[config.mk]
export PLATFORM = sky130hd
export DESIGN_NAME = array_list_engine
export DESIGN_NICKNAME = d
export VERILOG_FILES = /design/src/hw/rtl/ale_pkg.sv /design/src/hw/rtl/ale_divider.sv /design/src/hw/rtl/ale_datapath.sv /design/src/hw/rtl/ale_ctrl.sv /design/src/hw/rtl/array_list_engine.sv
export SDC_FILE = /design/constraint.sdc
export NUM_CORES = 2
export LEC_CHECK = 0
export BUFFER_PORTS_ARGS = -buffer_cell sky130_fd_sc_hd__buf_2
export CORE_MARGIN = 3
export CORE_UTILIZATION = 40
export DETAILED_ROUTE_END_ITERATION = 8
export REMOVE_ABC_BUFFERS = 1
export SYNTH_ARGS = -nofsm -noshare
export SYNTH_HDL_FRONTEND = slang
export SYNTH_SLANG_ARGS = --single-unit
export TNS_END_PERCENT = 1
[constraint.sdc]
create_clock -name clock -period 13.65 [get_ports clock]
set_clock_uncertainty 0.05 [all_clocks]
set_input_delay 3.4125 -clock clock [delete_from_list [all_inputs] [get_ports clock]]
set_output_delay 3.4125 -clock clock [all_outputs]
set_load 0.005 [all_outputs]
[src/hw/rtl/ale_pkg.sv]
// ----------------------------------------------------------------------------
// ale_pkg: shared types and constants for the array list engine
// Holds the transaction payloads, status and operation codes, controller
// states and the command and flag bundles between controller and datapath.
// ----------------------------------------------------------------------------
package ale_pkg;

   localparam int KIND_W = 4;
   localparam int POS_W  = 7;
   localparam int DATA_W = 32;
   localparam int STAT_W = 3;
   localparam int FIDX_W = 6;
   localparam int LEN_W  = 7;

   typedef enum logic [KIND_W-1:0] {
      KIND_APPEND = 4'd0,
      KIND_INSERT = 4'd1,
      KIND_DELETE = 4'd2,
      KIND_SEARCH = 4'd3,
      KIND_ADD    = 4'd4,
      KIND_SUB    = 4'd5,
      KIND_MUL    = 4'd6,
      KIND_DIV    = 4'd7,
      KIND_READ   = 4'd8
   } kind_type;

   typedef enum logic [STAT_W-1:0] {
      ST_OK       = 3'd0,
      ST_FULL     = 3'd1,
      ST_BADPOS   = 3'd2,
      ST_NOTFOUND = 3'd3,
      ST_DIVZERO  = 3'd4,
      ST_EMPTY    = 3'd5
   } status_type;

   typedef enum logic [3:0] {
      S_IDLE,
      S_DECODE,
      S_APPEND,
      S_INS_CHECK,
      S_INS_WR,
      S_DEL_CHECK,
      S_DEL_WR,
      S_SRCH_RD,
      S_SRCH_CMP,
      S_AR_RD,
      S_AR_DIV_GO,
      S_AR_DIV_WAIT,
      S_AR_WR,
      S_RD_RD,
      S_RD_RSP
   } state_type;

   typedef enum logic [1:0] {
      IDX_ZERO,
      IDX_COUNT,
      IDX_POS
   } idx_init_type;

   typedef enum logic [1:0] {
      RA_IDX,
      RA_PREV,
      RA_NEXT
   } rd_sel_type;

   typedef enum logic [1:0] {
      WD_OPERAND,
      WD_RDATA,
      WD_ALU
   } wr_sel_type;

   typedef struct packed {
      logic [KIND_W-1:0]        kind;
      logic [POS_W-1:0]         position;
      logic signed [DATA_W-1:0] operand;
   } req_type;

   typedef struct packed {
      logic [STAT_W-1:0]        status;
      logic [FIDX_W-1:0]        found_index;
      logic signed [DATA_W-1:0] read_value;
      logic [LEN_W-1:0]         length;
   } rsp_type;

   typedef struct packed {
      logic         load;
      logic         idx_init;
      idx_init_type idx_sel;
      logic         idx_inc;
      logic         idx_dec;
      logic         rd_en;
      rd_sel_type   rd_sel;
      logic         wr_en;
      wr_sel_type   wr_sel;
      logic         cnt_inc;
      logic         cnt_dec;
      logic         div_start;
      logic         respond;
      status_type   rsp_status;
      logic         with_found;
      logic         with_read;
   } cmd_type;

   typedef struct packed {
      logic [KIND_W-1:0] kind;
      logic              full;
      logic              empty;
      logic              pos_ok_ins;
      logic              pos_ok;
      logic              opnd_zero;
      logic              match;
      logic              idx_at_pos;
      logic              idx_last;
      logic              div_done;
   } flags_type;

endpackage

[src/hw/rtl/ale_divider.sv]
// ----------------------------------------------------------------------------
// ale_divider: iterative signed divider
// Restoring division on magnitudes, one quotient bit per cycle, quotient
// truncated toward zero and wrapped in two's complement.
// ----------------------------------------------------------------------------
module ale_divider
   import ale_pkg::*;
(
   input  logic                     clock,
   input  logic                     reset,
   input  logic                     start,
   input  logic signed [DATA_W-1:0] dividend,
   input  logic signed [DATA_W-1:0] divisor,
   output logic                     done,
   output logic signed [DATA_W-1:0] quotient
);

   localparam int SW = $clog2(DATA_W);

   logic              run_ff, run_in;
   logic              done_ff, done_in;
   logic [SW-1:0]     step_ff, step_in;
   logic [DATA_W-1:0] rem_ff, rem_in;
   logic [DATA_W-1:0] quo_ff, quo_in;
   logic [DATA_W-1:0] dvs_ff, dvs_in;
   logic              neg_ff, neg_in;
   logic [DATA_W:0]   trial;

   assign trial = {rem_ff, quo_ff[DATA_W-1]} - {1'b0, dvs_ff};

   always_comb begin
      run_in  = run_ff;
      done_in = 1'b0;
      step_in = step_ff;
      rem_in  = rem_ff;
      quo_in  = quo_ff;
      dvs_in  = dvs_ff;
      neg_in  = neg_ff;
      if (start) begin
         run_in  = 1'b1;
         step_in = '0;
         rem_in  = '0;
         quo_in  = dividend[DATA_W-1] ? (DATA_W'(0) - dividend) : dividend;
         dvs_in  = divisor[DATA_W-1] ? (DATA_W'(0) - divisor) : divisor;
         neg_in  = dividend[DATA_W-1] ^ divisor[DATA_W-1];
      end else if (run_ff) begin
         if (!trial[DATA_W]) begin
            rem_in = trial[DATA_W-1:0];
            quo_in = {quo_ff[DATA_W-2:0], 1'b1};
         end else begin
            rem_in = {rem_ff[DATA_W-2:0], quo_ff[DATA_W-1]};
            quo_in = {quo_ff[DATA_W-2:0], 1'b0};
         end
         step_in = step_ff + SW'(1);
         if (step_ff == SW'(DATA_W - 1)) begin
            run_in  = 1'b0;
            done_in = 1'b1;
         end
      end
   end

   always_ff @(posedge clock) begin
      if (reset) begin
         run_ff  <= 1'b0;
         done_ff <= 1'b0;
         step_ff <= '0;
      end else begin
         run_ff  <= run_in;
         done_ff <= done_in;
         step_ff <= step_in;
      end
   end

   always_ff @(posedge clock) begin
      rem_ff <= rem_in;
      quo_ff <= quo_in;
      dvs_ff <= dvs_in;
      neg_ff <= neg_in;
   end

   assign done     = done_ff;
   assign quotient = neg_ff ? (DATA_W'(0) - quo_ff) : quo_ff;

endmodule

[src/hw/rtl/ale_datapath.sv]
// ----------------------------------------------------------------------------
// ale_datapath: list storage and arithmetic
// Entry memory, count, walking index, transaction register, element
// arithmetic and the registered result port.
// ----------------------------------------------------------------------------
module ale_datapath
   import ale_pkg::*;
#(
   parameter int DEPTH = 64
) (
   input  logic      clock,
   input  logic      reset,
   input  req_type   req_data,
   input  cmd_type   cmd,
   output flags_type flags,
   output logic      rsp_strobe,
   output rsp_type   rsp_data
);

   localparam int AW   = $clog2(DEPTH);
   localparam int CW   = $clog2(DEPTH + 1);
   localparam int CMPW = ((CW > POS_W) ? CW : POS_W) + 1;

   logic [DATA_W-1:0]        mem [DEPTH];
   req_type                  req_ff;
   logic [CW-1:0]            count_ff, count_in;
   logic [AW-1:0]            idx_ff, idx_in;
   logic signed [DATA_W-1:0] rdata_ff;
   logic                     rsp_strobe_ff;
   rsp_type                  rsp_data_ff;

   logic [AW-1:0]            rd_addr;
   logic signed [DATA_W-1:0] alu_out;
   logic signed [DATA_W-1:0] wr_data;
   logic signed [DATA_W-1:0] quot;
   logic                     div_done;
   logic [CMPW-1:0]          pos_w, cnt_w, idx_w;

   ale_divider u_div (
      .clock    (clock),
      .reset    (reset),
      .start    (cmd.div_start),
      .dividend (rdata_ff),
      .divisor  (req_ff.operand),
      .done     (div_done),
      .quotient (quot)
   );

   always_comb begin
      case (cmd.rd_sel)
         RA_IDX:  rd_addr = idx_ff;
         RA_PREV: rd_addr = idx_ff - AW'(1);
         RA_NEXT: rd_addr = idx_ff + AW'(1);
         default: rd_addr = idx_ff;
      endcase
   end

   always_comb begin
      case (kind_type'(req_ff.kind))
         KIND_ADD: alu_out = rdata_ff + req_ff.operand;
         KIND_SUB: alu_out = rdata_ff - req_ff.operand;
         KIND_MUL: alu_out = DATA_W'(rdata_ff * req_ff.operand);
         KIND_DIV: alu_out = quot;
         default:  alu_out = rdata_ff;
      endcase
   end

   always_comb begin
      case (cmd.wr_sel)
         WD_OPERAND: wr_data = req_ff.operand;
         WD_RDATA:   wr_data = rdata_ff;
         WD_ALU:     wr_data = alu_out;
         default:    wr_data = req_ff.operand;
      endcase
   end

   always_ff @(posedge clock) begin
      if (cmd.rd_en) begin
         rdata_ff <= mem[rd_addr];
      end
      if (cmd.wr_en) begin
         mem[idx_ff] <= wr_data;
      end
   end

   always_comb begin
      count_in = count_ff;
      if (cmd.cnt_inc) begin
         count_in = count_ff + CW'(1);
      end else if (cmd.cnt_dec) begin
         count_in = count_ff - CW'(1);
      end
   end

   always_comb begin
      idx_in = idx_ff;
      if (cmd.idx_init) begin
         case (cmd.idx_sel)
            IDX_ZERO:  idx_in = '0;
            IDX_COUNT: idx_in = AW'(count_ff);
            IDX_POS:   idx_in = AW'(CMPW'(req_ff.position) - CMPW'(1));
            default:   idx_in = '0;
         endcase
      end else if (cmd.idx_inc) begin
         idx_in = idx_ff + AW'(1);
      end else if (cmd.idx_dec) begin
         idx_in = idx_ff - AW'(1);
      end
   end

   always_ff @(posedge clock) begin
      if (reset) begin
         count_ff      <= '0;
         idx_ff        <= '0;
         rsp_strobe_ff <= 1'b0;
      end else begin
         count_ff      <= count_in;
         idx_ff        <= idx_in;
         rsp_strobe_ff <= cmd.respond;
      end
   end

   always_ff @(posedge clock) begin
      if (cmd.load) begin
         req_ff <= req_data;
      end
      if (cmd.respond) begin
         rsp_data_ff.status      <= cmd.rsp_status;
         rsp_data_ff.found_index <= cmd.with_found ? FIDX_W'(idx_ff) : '0;
         rsp_data_ff.read_value  <= cmd.with_read ? rdata_ff : '0;
         rsp_data_ff.length      <= LEN_W'(count_in);
      end
   end

   assign pos_w = CMPW'(req_ff.position);
   assign cnt_w = CMPW'(count_ff);
   assign idx_w = CMPW'(idx_ff);

   always_comb begin
      flags.kind       = req_ff.kind;
      flags.full       = count_ff >= CW'(DEPTH);
      flags.empty      = count_ff == '0;
      flags.pos_ok_ins = (pos_w != '0) && (pos_w <= cnt_w + CMPW'(1));
      flags.pos_ok     = (pos_w != '0) && (pos_w <= cnt_w);
      flags.opnd_zero  = req_ff.operand == '0;
      flags.match      = rdata_ff == req_ff.operand;
      flags.idx_at_pos = (idx_w + CMPW'(1)) == pos_w;
      flags.idx_last   = (idx_w + CMPW'(1)) >= cnt_w;
      flags.div_done   = div_done;
   end

   assign rsp_strobe = rsp_strobe_ff;
   assign rsp_data   = rsp_data_ff;

endmodule

[src/hw/rtl/ale_ctrl.sv]
// ----------------------------------------------------------------------------
// ale_ctrl: operation sequencer
// Decodes each transaction, checks its limits and walks the datapath through
// the shift, scan and element arithmetic loops one entry at a time.
// ----------------------------------------------------------------------------
module ale_ctrl
   import ale_pkg::*;
(
   input  logic      clock,
   input  logic      reset,
   input  logic      start,
   input  flags_type flags,
   output logic      busy,
   output cmd_type   cmd
);

   state_type state_ff, state_in;

   always_comb begin
      state_in = state_ff;
      case (state_ff)
         S_IDLE: begin
            if (start) state_in = S_DECODE;
         end
         S_DECODE: begin
            state_in = S_IDLE;
            case (kind_type'(flags.kind))
               KIND_APPEND: begin
                  if (!flags.full) state_in = S_APPEND;
               end
               KIND_INSERT: begin
                  if (!flags.full && flags.pos_ok_ins) state_in = S_INS_CHECK;
               end
               KIND_DELETE: begin
                  if (!flags.empty && flags.pos_ok) state_in = S_DEL_CHECK;
               end
               KIND_SEARCH: begin
                  if (!flags.empty) state_in = S_SRCH_RD;
               end
               KIND_ADD, KIND_SUB, KIND_MUL: begin
                  if (!flags.empty) state_in = S_AR_RD;
               end
               KIND_DIV: begin
                  if (!flags.opnd_zero && !flags.empty) state_in = S_AR_RD;
               end
               KIND_READ: begin
                  if (!flags.empty && flags.pos_ok) state_in = S_RD_RD;
               end
               default: state_in = S_IDLE;
            endcase
         end
         S_APPEND:    state_in = S_IDLE;
         S_INS_CHECK: state_in = flags.idx_at_pos ? S_IDLE : S_INS_WR;
         S_INS_WR:    state_in = S_INS_CHECK;
         S_DEL_CHECK: state_in = flags.idx_last ? S_IDLE : S_DEL_WR;
         S_DEL_WR:    state_in = S_DEL_CHECK;
         S_SRCH_RD:   state_in = S_SRCH_CMP;
         S_SRCH_CMP: begin
            state_in = (flags.match || flags.idx_last) ? S_IDLE : S_SRCH_RD;
         end
         S_AR_RD: begin
            state_in = (kind_type'(flags.kind) == KIND_DIV) ? S_AR_DIV_GO : S_AR_WR;
         end
         S_AR_DIV_GO: state_in = S_AR_DIV_WAIT;
         S_AR_DIV_WAIT: begin
            if (flags.div_done) state_in = S_AR_WR;
         end
         S_AR_WR:     state_in = flags.idx_last ? S_IDLE : S_AR_RD;
         S_RD_RD:     state_in = S_RD_RSP;
         S_RD_RSP:    state_in = S_IDLE;
         default:     state_in = S_IDLE;
      endcase
   end

   always_comb begin
      cmd            = '0;
      cmd.rsp_status = ST_OK;
      busy           = state_ff != S_IDLE;
      case (state_ff)
         S_IDLE: begin
            cmd.load = start;
         end
         S_DECODE: begin
            case (kind_type'(flags.kind))
               KIND_APPEND: begin
                  if (flags.full) begin
                     cmd.respond    = 1'b1;
                     cmd.rsp_status = ST_FULL;
                  end else begin
                     cmd.idx_init = 1'b1;
                     cmd.idx_sel  = IDX_COUNT;
                  end
               end
               KIND_INSERT: begin
                  if (flags.full) begin
                     cmd.respond    = 1'b1;
                     cmd.rsp_status = ST_FULL;
                  end else if (!flags.pos_ok_ins) begin
                     cmd.respond    = 1'b1;
                     cmd.rsp_status = ST_BADPOS;
                  end else begin
                     cmd.idx_init = 1'b1;
                     cmd.idx_sel  = IDX_COUNT;
                  end
               end
               KIND_DELETE, KIND_READ: begin
                  if (flags.empty) begin
                     cmd.respond    = 1'b1;
                     cmd.rsp_status = ST_EMPTY;
                  end else if (!flags.pos_ok) begin
                     cmd.respond    = 1'b1;
                     cmd.rsp_status = ST_BADPOS;
                  end else begin
                     cmd.idx_init = 1'b1;
                     cmd.idx_sel  = IDX_POS;
                  end
               end
               KIND_SEARCH: begin
                  if (flags.empty) begin
                     cmd.respond    = 1'b1;
                     cmd.rsp_status = ST_EMPTY;
                  end else begin
                     cmd.idx_init = 1'b1;
                     cmd.idx_sel  = IDX_ZERO;
                  end
               end
               KIND_ADD, KIND_SUB, KIND_MUL, KIND_DIV: begin
                  if (kind_type'(flags.kind) == KIND_DIV && flags.opnd_zero) begin
                     cmd.respond    = 1'b1;
                     cmd.rsp_status = ST_DIVZERO;
                  end else if (flags.empty) begin
                     cmd.respond = 1'b1;
                  end else begin
                     cmd.idx_init = 1'b1;
                     cmd.idx_sel  = IDX_ZERO;
                  end
               end
               default: begin
                  cmd.respond = 1'b1;
               end
            endcase
         end
         S_APPEND: begin
            cmd.wr_en   = 1'b1;
            cmd.wr_sel  = WD_OPERAND;
            cmd.cnt_inc = 1'b1;
            cmd.respond = 1'b1;
         end
         S_INS_CHECK: begin
            if (flags.idx_at_pos) begin
               cmd.wr_en   = 1'b1;
               cmd.wr_sel  = WD_OPERAND;
               cmd.cnt_inc = 1'b1;
               cmd.respond = 1'b1;
            end else begin
               cmd.rd_en  = 1'b1;
               cmd.rd_sel = RA_PREV;
            end
         end
         S_INS_WR: begin
            cmd.wr_en   = 1'b1;
            cmd.wr_sel  = WD_RDATA;
            cmd.idx_dec = 1'b1;
         end
         S_DEL_CHECK: begin
            if (flags.idx_last) begin
               cmd.cnt_dec = 1'b1;
               cmd.respond = 1'b1;
            end else begin
               cmd.rd_en  = 1'b1;
               cmd.rd_sel = RA_NEXT;
            end
         end
         S_DEL_WR: begin
            cmd.wr_en   = 1'b1;
            cmd.wr_sel  = WD_RDATA;
            cmd.idx_inc = 1'b1;
         end
         S_SRCH_RD, S_AR_RD, S_RD_RD: begin
            cmd.rd_en  = 1'b1;
            cmd.rd_sel = RA_IDX;
         end
         S_SRCH_CMP: begin
            if (flags.match) begin
               cmd.respond    = 1'b1;
               cmd.with_found = 1'b1;
            end else if (flags.idx_last) begin
               cmd.respond    = 1'b1;
               cmd.rsp_status = ST_NOTFOUND;
            end else begin
               cmd.idx_inc = 1'b1;
            end
         end
         S_AR_DIV_GO: begin
            cmd.div_start = 1'b1;
         end
         S_AR_DIV_WAIT: begin
            cmd.div_start = 1'b0;
         end
         S_AR_WR: begin
            cmd.wr_en  = 1'b1;
            cmd.wr_sel = WD_ALU;
            if (flags.idx_last) begin
               cmd.respond = 1'b1;
            end else begin
               cmd.idx_inc = 1'b1;
            end
         end
         S_RD_RSP: begin
            cmd.respond   = 1'b1;
            cmd.with_read = 1'b1;
         end
         default: begin
            cmd.load = 1'b0;
         end
      endcase
   end

   always_ff @(posedge clock) begin
      if (reset) begin
         state_ff <= S_IDLE;
      end else begin
         state_ff <= state_in;
      end
   end

endmodule

[src/hw/rtl/array_list_engine.sv]
// from accept to result strobe: append, read and rejected items need no entry loop;
// insert and delete loop once per shifted entry, search once per entry scanned;
// add, subtract, multiply loop once per entry, divide once per entry (32-step divider)
// one transaction at a time; busy drops in the cycle the result strobe is shown
// the receiver cannot stall; synchronous reset empties the list, memory is not cleared
// ----------------------------------------------------------------------------
// array_list_engine: ordered list of signed 32-bit entries
// Append, insert, delete, search, read and whole-list arithmetic over an
// entry memory, run by a sequencer over a shared datapath.
// ----------------------------------------------------------------------------
module array_list_engine
   import ale_pkg::*;
#(
   parameter int DEPTH = 64
) (
   input  logic    clock,
   input  logic    reset,
   input  logic    start,
   output logic    busy,
   input  req_type req_data,
   output logic    rsp_strobe,
   output rsp_type rsp_data
);

   cmd_type   cmd;
   flags_type flags;

   ale_ctrl u_ctrl (
      .clock (clock),
      .reset (reset),
      .start (start),
      .flags (flags),
      .busy  (busy),
      .cmd   (cmd)
   );

   ale_datapath #(
      .DEPTH (DEPTH)
   ) u_dp (
      .clock      (clock),
      .reset      (reset),
      .req_data   (req_data),
      .cmd        (cmd),
      .flags      (flags),
      .rsp_strobe (rsp_strobe),
      .rsp_data   (rsp_data)
   );

   // one result per transaction, never two in a row
   a_no_double_rsp: assert property (@(posedge clock) disable iff (reset)
      rsp_strobe |=> !rsp_strobe)
      else $error("result strobe on consecutive cycles");

   a_no_rsp_after_accept: assert property (@(posedge clock) disable iff (reset)
      (start && !busy) |=> !rsp_strobe)
      else $error("result strobe right after transaction accept");

   a_write_only_busy: assert property (@(posedge clock) disable iff (reset)
      cmd.wr_en |-> busy)
      else $error("entry write while idle");

   a_unused_fields_zero: assert property (@(posedge clock) disable iff (reset)
      (rsp_strobe && (rsp_data.status != ST_OK)) |->
         ((rsp_data.found_index == '0) && (rsp_data.read_value == '0)))
      else $error("result fields not cleared on error status");

endmodule

==> flow_summary.ini <==
[setup_path]
cp-start-kind = flip-flop
cpPeakStageDelay_ns = 0.94
critical-path-slowest-cell = a2111o_2
cp.arrival_ns = 9.75
crit_type = reg2reg
cp.required_ns = 14.08
end_kind = flip-flop
cpMostUsedCell = fa_1
cp_max_fo = 64

[sta]
slew_headroom_pct = 7.96
fmax_mhz = 107
tightest_slew_ns = 1.34
final.period_utilization_pct = 68.3
report.final.slew_viol_count = 0
grt_setup_unrepaired = no
report.final.setup_viol = 0
fin_crit_ns = 9.32
hold_viol_final = 0

[cells_and_area]
n_fill_cell = 24700
area_growth_pct = 11.9
drive_gt1_share_pct = 16.6
final_net_count = 8344
seq_area_mm2 = 0.0683
final_core_util_pct = 45.1
multi_input_area_mm2 = 0.0429
stdcell_area_mm2 = 0.128

[power_and_ir_drop]
cellLeakagePower_uw = 0.0444
p_comb_share_pct = 38.0
power.switching_uw = 8340
power_frac_clock_pct = 27.2
p_seq_share_pct = 34.8
p_sw_share_pct = 36.5
ir_worst_vdd_uv = 532
power.density_mw_per_mm2 = 179
total_power_uw = 22800
p_int_uw = 14500

[clock_network]
cts_buffer_depth = 4
insertion_delay_ns = 0.93
clkSinkCount = 2293
cts_hold_buffers = 0
cts_tree = done
cts_inserted_buffers = 239
htreeDepth = 4
root_buffer = clkbuf_16
path_clk_slew_ns = 0.06
cts_setup_buffers = 0
cts_resized = 0

[synth]
ys.flop_type = edfxtp_1
synthTopCellsByArea = edfxtp_1 59%, mux4_2 10%, fa_1 7.2%, ha_1 3.1%, mux2i_1 1.9%
synth.cell_area_mm2 = 0.114
synth_common_cells = 2236 x edfxtp_1, 558 x inv_1, 513 x mux4_2, 411 x fa_1, 367 x nand2_1
synth_area_per_cell_um2 = 15.2
syn_inst = 7488
ys_seq_elements = 2293
netlist.area_leader.share_pct = 58.8
seq_area_frac_synth_pct = 59.8
synth_edf_count = 2236
async_flop_share_pct = 0
synth.most_common_cell = edfxtp_1
ys_types = 88
yosysTopAreaCell = edfxtp_1
ys_warn_count = 0

[place]
hpwl_um = 204000
place_area_mm2 = 0.120
port_buffers = 95
gp_congestion = 0.944

[flow_run]
cap_violations = 0

[detailed_routing]
drc = 1
wl_per_cell_um = 29.0
drt_iter0_markers = 7235
viasPerCell = 5.83
dr.pass1.iters = 9
route.final.wire_length_um = 335000
ant_nets = 0
num_vias = 67300

[floorplan]
dieArea_mm2 = 0.292
die_h_um = 540
core_mm2 = 0.283
start_util_pct = 40.3
die_x_um = 540
design.portCount = 96
fp-row-count = 195

[grt]
grt_usage_pct = 22.6
grtUsageMet2_pct = 36.3
grt_pass1_vias = 68300
overflow = 0
grt_pass1_wl_um = 484000
busiest_layer = met2
use_met1_pct = 31.3
antenna_found_initial = 14
grt_max_degree = 112
met3_usage_pct = 3.34

[worst_hold_path]
worstHoldPathType = reg2reg

[status]
violations = DRC
status = finished with violations
-- flip-flops by register name, summed over array words and instances (netlist names) --
register / flops
u_dp.mem: 2048
u_dp.flags: 4
u_dp.u_div.rem_ff: 32
u_dp.u_div.quo_ff: 32
u_dp.u_div.step_ff: 5
u_dp.pos_w: 7
u_dp.rsp_data: 48
u_dp.u_div.neg_ff: 1
u_dp.u_div.dvs_ff: 32
u_ctrl.state_ff: 4
u_dp.u_div.done: 1
u_dp.u_div.run_ff: 1
u_dp.rsp_strobe: 1
u_dp.req_ff: 32
u_dp.idx_ff: 6
u_dp.count_ff: 7
u_dp.rdata_ff: 32
-- routing by layer --
metal / vias up / routed length (um)
li1: 28400 / -
met1: 35500 / 139000
met2: 2832 / 159000
met3: 572 / 24000
met4: 4 / 13000
met5: - / 22
-- cell type report --
| class | instances | share of cell area, % |
|---|---|---|
| Antenna cell | 13 | 0.0255 |
| Clock buffer | 298 | 4.93 |
| Tap cell | 3743 | 3.67 |
| Sequential cell | 2293 | 53.5 |
| Multi-Input combinational cell | 4191 | 33.6 |
| Inverter | 563 | 1.65 |
| Timing Repair Buffer | 315 | 1.82 |
| Clock inverter | 130 | 0.844 |
-- power by group through the flow --
stage	combinational [uW]	clock, uW	sequential [uW]
after CTS	8630	6340	7950
after floorplan	5890	0	8120
after global routing	9360	6620	7950
after global placement	8490	0	8090
after detailed placement	8570	0	8090
final	8680	6210	7950
-- stage by stage --
step                      setup TNS [ns]  cells  hold WS, ns  setup WS [ns]
after floorplan                 -1201.32   7047        0.417         -37.81
after global placement                 0  11100        0.432           4.57
after CTS                              0  11500        0.457           4.46
final                                  0  11500        0.455           4.33
after global routing                   0  11500        0.474           3.89
after detailed placement               0  11100        0.445           4.52
-- layout by cell type, fill, tap and decap left out, drive strengths merged, types with 14 or more instances in the layout --
cell type	instances
a211oi	183
or4	17
nor4	25
mux2i	217
o22ai	14
mux4	513
buf	315
o21ai	207
xnor2	160
edfxtp	2236
clkbuf	298
nand2	368
a22oi	15
inv	572
nand4	20
and2	342
nand2b	37
nand3	61
o41ai	23
a21oi	347
o21a	26
o31ai	34
and3	22
o21bai	16
ha	284
a221oi	30
xor2	75
a31oi	35
dfxtp	57
clkinv	109
nor2b	161
a21o	41
fa	411
nor2	279
nor3	50
o211ai	26
-- critical path: cells and delay by family (launching register included) --
kind                     cells  cell delay, ns
buffers and inverters        6            0.79
AND/OR/NAND/NOR              4            0.83
adder cells (fa/ha/maj)      9            3.55
AO/OA/AOI/OAI                7            2.91
flip-flops                   1            0.77
-- final timing paths --
kind / start / to / slack [ns] / depth (start not counted)
max reg2reg: u_dp.rdata_ff[0] / u_dp.mem[33][29] / 4.33 / 26
min reg2reg: u_dp.u_div.rem_ff[11] / u_dp.u_div.rem_ff[11] / 0.45 / 2
max: u_dp.rdata_ff[0] / u_dp.mem[33][29] / 4.33 / 26
min: u_dp.u_div.rem_ff[11] / u_dp.u_div.rem_ff[11] / 0.45 / 2
-- logic make-up after synthesis --
kind of cell | share of synthesized area (%)
muxes | 12.1
and+or+nand+nor | 6.36
AOI/OAI and AO/OA | 6.24
xor gates and xnor gates | 1.82
adders and majority gates | 10.3
DFF | 59.8
buffers and inverters | 3.36
(Power assumes the default switching activity.)
